--- src/plnorm_pkg.sv ---
// Shared types and constants for the piecewise linear L2 norm core.
package plnorm_pkg;

  localparam int unsigned ACC_W  = 64;
  localparam int unsigned TERM_W = 51;
  localparam int unsigned SUM_W  = 34;
  localparam int unsigned MUL_W  = 18;
  localparam int unsigned PROD_W = 2 * MUL_W;
  localparam int unsigned NORM_W = 32;
  localparam int unsigned LO_W   = 17;

  localparam int unsigned CNT_W     = 6;
  localparam logic [CNT_W-1:0] SQRT_LAST = CNT_W'(NORM_W - 1);

  typedef struct packed {
    logic               start;
    logic [ACC_W-2:0]   value;
  } plnorm_root_req_t;

  typedef struct packed {
    logic               done;
    logic [NORM_W-1:0]  root;
  } plnorm_root_rsp_t;

endpackage

--- src/plnorm_root.sv ---
// Floor of the square root of value/3, one bit per cycle.
module plnorm_root (
  input  logic                         clk,
  input  logic                         rst,
  input  plnorm_pkg::plnorm_root_req_t req,
  output plnorm_pkg::plnorm_root_rsp_t rsp
);
  import plnorm_pkg::*;

  typedef enum logic {R_IDLE, R_RUN} rstate_t;

  rstate_t            state;
  logic [CNT_W-1:0]   cnt;
  logic [ACC_W-2:0]   rem;
  logic [ACC_W-1:0]   res;
  logic [ACC_W-1:0]   probe;
  logic               done;

  logic [ACC_W-1:0]   trial;
  logic [ACC_W+1:0]   trial3;
  logic               take;

  // largest r with 3*r*r <= value, built from the top bit down
  always_comb begin
    trial  = res | probe;
    trial3 = {2'b00, trial} + {1'b0, trial, 1'b0};
    take   = ({3'b000, rem} >= trial3);
  end

  always_ff @(posedge clk) begin
    if (rst) begin
      state <= R_IDLE;
      done  <= 1'b0;
      cnt   <= '0;
    end else begin
      done <= 1'b0;
      unique case (state)
        R_IDLE: begin
          if (req.start) begin
            rem   <= req.value;
            res   <= '0;
            probe <= {2'b01, {(ACC_W-2){1'b0}}};
            cnt   <= '0;
            state <= R_RUN;
          end
        end
        R_RUN: begin
          if (take) begin
            rem <= (ACC_W-1)'({3'b000, rem} - trial3);
            res <= (res >> 1) + probe;
          end else begin
            res <= res >> 1;
          end
          probe <= probe >> 2;
          if (cnt == SQRT_LAST) begin
            done  <= 1'b1;
            state <= R_IDLE;
          end else begin
            cnt <= cnt + 1'b1;
          end
        end
        default: state <= R_IDLE;
      endcase
    end
  end

  assign rsp.done = done;
  assign rsp.root = res[NORM_W-1:0];

endmodule

--- src/piecewise_linear_l2_norm_core.sv ---
// Top level: L2 norm of a piecewise linear curve given point by point.
//
// Input channel: in_valid / in_stall carry one curve point (x_coord, y_value
// in signed Q8.8, is_last on the final point). The block stalls its input
// while it works on a point, so one point is in flight at a time.
// Each point after the first closes a segment; one shared 18x18 multiplier
// forms the three y products and the two halves of the dx product in turn.
// Such a point passes through 7 sequencer steps, the accumulate and the
// state update before the next one can be taken. The first point of a
// curve skips straight to the state update.
// On a point marked last with a non-negative sum, a bit-serial square root
// of sum/3 runs before the result is loaded into the output register; for a
// negative sum the root is skipped and norm is zero. The next point is taken
// in the cycle after the result is loaded.
// Output channel: out_valid / out_stall carry norm (unsigned Q20.12),
// negative_total and saturated. The result sits in an output register and
// holds while out_stall is high; points of the next curve are taken and
// worked on meanwhile, and only a further result waits for that register.
// Reset clears the curve state and drops any pending result.
module piecewise_linear_l2_norm_core (
  input  logic        clk,
  input  logic        rst,
  input  logic        in_valid,
  output logic        in_stall,
  input  logic [15:0] x_coord,
  input  logic [15:0] y_value,
  input  logic        is_last,
  output logic        out_valid,
  input  logic        out_stall,
  output logic [31:0] norm,
  output logic        negative_total,
  output logic        saturated
);
  import plnorm_pkg::*;

  typedef enum logic [2:0] {S_IDLE, S_CALC, S_ACC, S_POST, S_ROOT, S_FIN} state_t;
  typedef enum logic [2:0] {
    ST_PP, ST_PY, ST_YY, ST_SUM, ST_DLO, ST_DHI, ST_TERM
  } step_t;

  state_t               state;
  step_t                step;
  logic [15:0]          cur_x;
  logic [15:0]          cur_y;
  logic                 cur_last;
  logic [15:0]          prev_x;
  logic [15:0]          prev_y;
  logic                 have_prev;
  logic [ACC_W-1:0]     acc;
  logic                 sat_seen;
  logic [PROD_W-1:0]    prod;
  logic [SUM_W-1:0]     ssum;
  logic [TERM_W-1:0]    term;
  logic [NORM_W-1:0]    fin_norm;
  logic                 fin_neg;
  logic                 fin_sat;

  logic [16:0]          dx;
  logic [MUL_W-1:0]     mul_a;
  logic [MUL_W-1:0]     mul_b;
  logic [PROD_W-1:0]    mul_p;
  logic [ACC_W:0]       acc_sum;
  logic                 acc_ovf;

  plnorm_root_req_t     root_req;
  plnorm_root_rsp_t     root_rsp;

  always_comb begin
    dx = {cur_x[15], cur_x} - {prev_x[15], prev_x};
    unique case (step)
      ST_PP: begin
        mul_a = {{2{prev_y[15]}}, prev_y};
        mul_b = {{2{prev_y[15]}}, prev_y};
      end
      ST_PY: begin
        mul_a = {{2{prev_y[15]}}, prev_y};
        mul_b = {{2{cur_y[15]}}, cur_y};
      end
      ST_YY: begin
        mul_a = {{2{cur_y[15]}}, cur_y};
        mul_b = {{2{cur_y[15]}}, cur_y};
      end
      ST_DLO: begin
        mul_a = {dx[16], dx};
        mul_b = {1'b0, ssum[LO_W-1:0]};
      end
      ST_DHI: begin
        mul_a = {dx[16], dx};
        mul_b = {1'b0, ssum[SUM_W-1:LO_W]};
      end
      default: begin
        mul_a = '0;
        mul_b = '0;
      end
    endcase
    mul_p   = PROD_W'($signed(mul_a) * $signed(mul_b));
    acc_sum = {acc[ACC_W-1], acc} + {{(ACC_W+1-TERM_W){term[TERM_W-1]}}, term};
    acc_ovf = acc_sum[ACC_W] != acc_sum[ACC_W-1];
  end

  assign in_stall       = rst || (state != S_IDLE);
  assign root_req.start = (state == S_POST) && cur_last && !acc[ACC_W-1];
  assign root_req.value = acc[ACC_W-2:0];

  plnorm_root u_root (
    .clk (clk),
    .rst (rst),
    .req (root_req),
    .rsp (root_rsp)
  );

  always_ff @(posedge clk) begin
    if (rst) begin
      state     <= S_IDLE;
      step      <= ST_PP;
      prev_x    <= '0;
      prev_y    <= '0;
      have_prev <= 1'b0;
      acc       <= '0;
      sat_seen  <= 1'b0;
      out_valid <= 1'b0;
    end else begin
      if (out_valid && !out_stall && state != S_FIN) begin
        out_valid <= 1'b0;
      end
      unique case (state)
        S_IDLE: begin
          if (in_valid) begin
            cur_x    <= x_coord;
            cur_y    <= y_value;
            cur_last <= is_last;
            step     <= ST_PP;
            state    <= have_prev ? S_CALC : S_POST;
          end
        end
        S_CALC: begin
          unique case (step)
            ST_PP: begin
              prod <= mul_p;
              step <= ST_PY;
            end
            ST_PY: begin
              ssum <= prod[SUM_W-1:0];
              prod <= mul_p;
              step <= ST_YY;
            end
            ST_YY: begin
              ssum <= ssum + prod[SUM_W-1:0];
              prod <= mul_p;
              step <= ST_SUM;
            end
            ST_SUM: begin
              ssum <= ssum + prod[SUM_W-1:0];
              step <= ST_DLO;
            end
            ST_DLO: begin
              prod <= mul_p;
              step <= ST_DHI;
            end
            ST_DHI: begin
              term <= {{(TERM_W-PROD_W){prod[PROD_W-1]}}, prod};
              prod <= mul_p;
              step <= ST_TERM;
            end
            ST_TERM: begin
              term  <= term + {prod[TERM_W-LO_W-1:0], {LO_W{1'b0}}};
              step  <= ST_PP;
              state <= S_ACC;
            end
            default: step <= ST_PP;
          endcase
        end
        S_ACC: begin
          if (acc_ovf) begin
            acc      <= {acc_sum[ACC_W], {(ACC_W-1){~acc_sum[ACC_W]}}};
            sat_seen <= 1'b1;
          end else begin
            acc <= acc_sum[ACC_W-1:0];
          end
          state <= S_POST;
        end
        S_POST: begin
          if (cur_last) begin
            fin_sat   <= sat_seen;
            fin_neg   <= acc[ACC_W-1];
            fin_norm  <= '0;
            prev_x    <= '0;
            prev_y    <= '0;
            have_prev <= 1'b0;
            acc       <= '0;
            sat_seen  <= 1'b0;
            state     <= acc[ACC_W-1] ? S_FIN : S_ROOT;
          end else begin
            prev_x    <= cur_x;
            prev_y    <= cur_y;
            have_prev <= 1'b1;
            state     <= S_IDLE;
          end
        end
        S_ROOT: begin
          if (root_rsp.done) begin
            fin_norm <= root_rsp.root;
            state    <= S_FIN;
          end
        end
        S_FIN: begin
          if (!out_valid || !out_stall) begin
            norm           <= fin_norm;
            negative_total <= fin_neg;
            saturated      <= fin_sat;
            out_valid      <= 1'b1;
            state          <= S_IDLE;
          end
        end
        default: state <= S_IDLE;
      endcase
    end
  end

  a_root_done_in_wait: assert property (@(posedge clk) disable iff (rst)
    root_rsp.done |-> state == S_ROOT)
    else $error("root done outside of root wait");

  a_root_start_nonneg: assert property (@(posedge clk) disable iff (rst)
    root_req.start |-> !acc[ACC_W-1] && cur_last)
    else $error("root started on negative or non-final total");

  a_cleared_in_root: assert property (@(posedge clk) disable iff (rst)
    state == S_ROOT |-> !have_prev && acc == '0 && !sat_seen)
    else $error("curve state not cleared after final point");

  a_neg_zero_norm: assert property (@(posedge clk) disable iff (rst)
    out_valid && negative_total |-> norm == '0)
    else $error("negative total with nonzero norm");

endmodule

--- config.mk ---
export PLATFORM = sky130hd
export DESIGN_NAME = piecewise_linear_l2_norm_core
export DESIGN_NICKNAME = d
export VERILOG_FILES = /design/src/plnorm_pkg.sv /design/src/plnorm_root.sv /design/src/piecewise_linear_l2_norm_core.sv
export SDC_FILE = /design/constraint.sdc
export NUM_CORES = 2
export LEC_CHECK = 0
export BUFFER_PORTS_ARGS = -buffer_cell sky130_fd_sc_hd__buf_2
export CAP_MARGIN = 20
export CORE_ASPECT_RATIO = 1.1
export CORE_UTILIZATION = 55
export DETAILED_ROUTE_END_ITERATION = 7
export PLACE_DENSITY = 0.74
export SLEW_MARGIN = 30
export SYNTH_ARGS = -nofsm -noshare
export SYNTH_HDL_FRONTEND = slang
export SYNTH_SLANG_ARGS = --single-unit
export TNS_END_PERCENT = 100
--- constraint.sdc ---
create_clock -name clk -period 8.05 [get_ports clk]
set_input_delay 1.2075 -clock clk [delete_from_list [all_inputs] [get_ports clk]]
set_output_delay 1.2075 -clock clk [all_outputs]
set_load 0.01 [all_outputs]
==> flow_summary.yaml <==
setup_path:
  start_kind: "register"
  slowest_delay_ns: 0.55
  critPathRequiredTime_ns: 8.45
  path_max_fanout: 4
  path_common_cell: "fa_1"
  crit_arrival_ns: 9.00
  crit_type: "reg2reg"
  end_kind: "register"
  crit_path_top_delay_cell: "fa_1"
timing:
  rsz0062_at_grt: "yes"
  whs_ns: 0.418
  maxSlewHeadroom_pct: 29.7
  hold_viol_final: 0
  period_share_pct: 107
  setup_violations: 12
  tns_ns: -3.66
  worst_slew_pin_slew_ns: 1.05
  skew_ns: 0.0308
  setup_ws_ns: -0.549
  clock.fmax_mhz: 116
  report.final.slew_viol_count: 0
  fin_crit_ns: 8.60
run:
  maxCapViolations: 0
logic_synthesis:
  syn_nets: 6135
  synth_top_cell_by_area: "edfxtp_1"
  synth_top_family_by_area: "adder cells"
  synthXorXnorAreaFrac_pct: 5.63
  synth_mux_area_share_pct: 2.05
  syn_area_per_cell_um2: 8.98
  synth.top_cells.by_count: "539 x nand2_1, 483 x inv_1, 460 x nor2_1"
  yosys.area_share.simple_pct: 16.1
  synth_ff_type: "edfxtp_1"
  ys_seq_elements: 494
  netlist_area_um2: 48300
  synth_edf_count: 381
  synth_fa_ha_area_share_pct: 23.8
  synth.most_common_cell: "nand2_1"
  synthTopCellsByArea: "edfxtp_1 24%, fa_1 13%, ha_1 10%"
  synthArstFlopShare_pct: 0
  synth.distinct_cells: 105
  yosysSeqAreaShare_pct: 28.4
  ys_warn_count: 0
  synth_compound_area_share_pct: 18.4
  syn_inst: 5375
  synth_top_area_share_pct: 23.7
global_route:
  grt.overflow.total: 0
  antenna_found_initial: 4
  grt_pass1_vias: 39700
  grt_first_pass_wirelength_um: 208000
  grt_usage_pct: 29.3
  grt_max_degree: 80
clock_network:
  cts-root-buf: "clkbuf_16"
  clkSinkCount: 494
  clk_latency_ns: 0.66
  clockBufferDepth: 3
  cts_tree: "yes"
  cts_buffers: 56
  clk_pin_slew_worst_paths_ns: 0.06
  htree_num_levels: 2
layout:
  nFillCells: 7174
  final_util_pct: 62.9
  drive_above_1_share_pct: 13.9
  area_growth_syn_to_layout_pct: 13.0
  final_nets: 6355
route:
  dr.first_iter.drc_count: 2699
  viasPerCell: 5.92
  drc: 0
  wire_per_inst_um: 19.4
  drt_first_pass_iters: 8
  drt_wl_total_um: 132000
  dr_total_vias: 40300
  ant_nets: 0
placed_design:
  pre_cts_ws_ns: -0.689
  dpl.hpwl_um: 103000
  place_congestion: 0.989
  port_buffers: 72
pwr:
  power_density_nw_per_um2: 152
  ir_drop_mv: 0.136
  p_leak_nw: 23.5
  power.total_w: 0.00827
floorplan:
  design.die.area_um2: 88900
  start_util_pct: 55.7
  rows: 113
  ioPinCount: 73
  die_w_um: 284
  die_y_um: 313
  coreArea_um2: 86700
outcome:
  violations: "negative setup slack"
  status: "finished, violations left"
min_path:
  hold_class: "reg2reg"
[area by class of cell]
type                    count  area [um^2]  share of cell area (%)
repair buffers            379         2870                    5.26
clock buffers              75         1610                    2.95
inverters                 484         1820                    3.34
clock inverters            31          327                   0.599
diodes                      3         7.51                  0.0138
well taps                1150         1440                    2.64
flip-flops and latches    494        13700                    25.2
multi-input cells        4180        32700                    60.0
[stage by stage]
step	instances	instance area [um^2]
after floorplan	5375	48400
after global placement	6634	51400
after detailed placement	6635	51500
after CTS	6772	54000
after global routing	6796	54500
final	6796	54500
[cell usage in the layout (no fill, tap or decap), drive strengths merged, types with 71 or more instances in the layout]
cell type and count:
and2 101, edfxtp 381, xor2 135, dfxtp 113
xnor2 175, fa 324, inv 490, o21ai 322
a31oi 90, nand2 542, buf 379, nor3 76
clkbuf 75, a21o 165, nor2 461, ha 399
a21oi 419, nand2b 71, nand3 98
[per-layer routing]
layer	vias up	track usage [%]	wire, um	share of wire [%]
met5	-	0	0	0
met1	19200	34.3	50400	38
li1	19400	-	-	-
met4	0	19.1	9780	7.4
met2	1326	50.8	64500	49
met3	401	3.30	6870	5.2
[critical path: cells and delay by family (launching register included)]
family,cells,cell delay [ns]
AOI/OAI and AO/OA,16,3.00
buffers and inverters,7,0.59
and+or+nand+nor,5,0.58
xor gates and xnor gates,1,0.07
DFF,1,0.33
adders and majority gates,9,3.76
[final timing paths]
kind / start / endpoint / slack [ns] / cells after the start
min: fin_norm[3] / norm[3] / 0.42 / 0
max reg2reg: cur_x[0] / prod[34] / -0.55 / 38
min reg2reg: fin_norm[3] / norm[3] / 0.42 / 0
max: cur_x[0] / prod[34] / -0.55 / 38
[repair_timing]
action | CTS | global route
hold endpoints to repair | 0 | 0
setup buffers | 33 | 27
resized for setup | 90 | 73
setup endpoints to repair | 16 | 18
pin swaps | 80 | 51
hold buffers | 0 | 0
[cell families (layout without fill, tap and decap cells)]
| family | after synthesis | count (layout) |
|---|---|---|
| flops | 494 | 494 |
| buf+inv | 701 | 969 |
| fa+ha+maj | 723 | 723 |
| xor+xnor | 310 | 310 |
| compound gates | 1398 | 1398 |
| other cells | 0 | 3 |
| simple gates | 1658 | 1658 |
| mux | 91 | 91 |
[flip-flops by register name, summed over array words and instances (netlist names), 6 cells and up]
name and count:
acc 64, cur_y 16, prev_y 16, u_root.probe 32, fin_norm 32, norm 32, prod 36, term 51
u_root.rem 63, u_root.res 64, cur_x 16, ssum 34, u_root.cnt 6, prev_x 16
[report_power, final]
| part | total [W] | internal (W) | switching (W) |
|---|---|---|---|
| sequential | 0.00302 | 0.00289 | 0.000135 |
| clock | 0.00267 | 0.00153 | 0.00114 |
| combinational | 0.00258 | 0.00105 | 0.00153 |
| total | 0.00827 | 0.00546 | 0.00281 |
(Power assumes the default switching activity.)
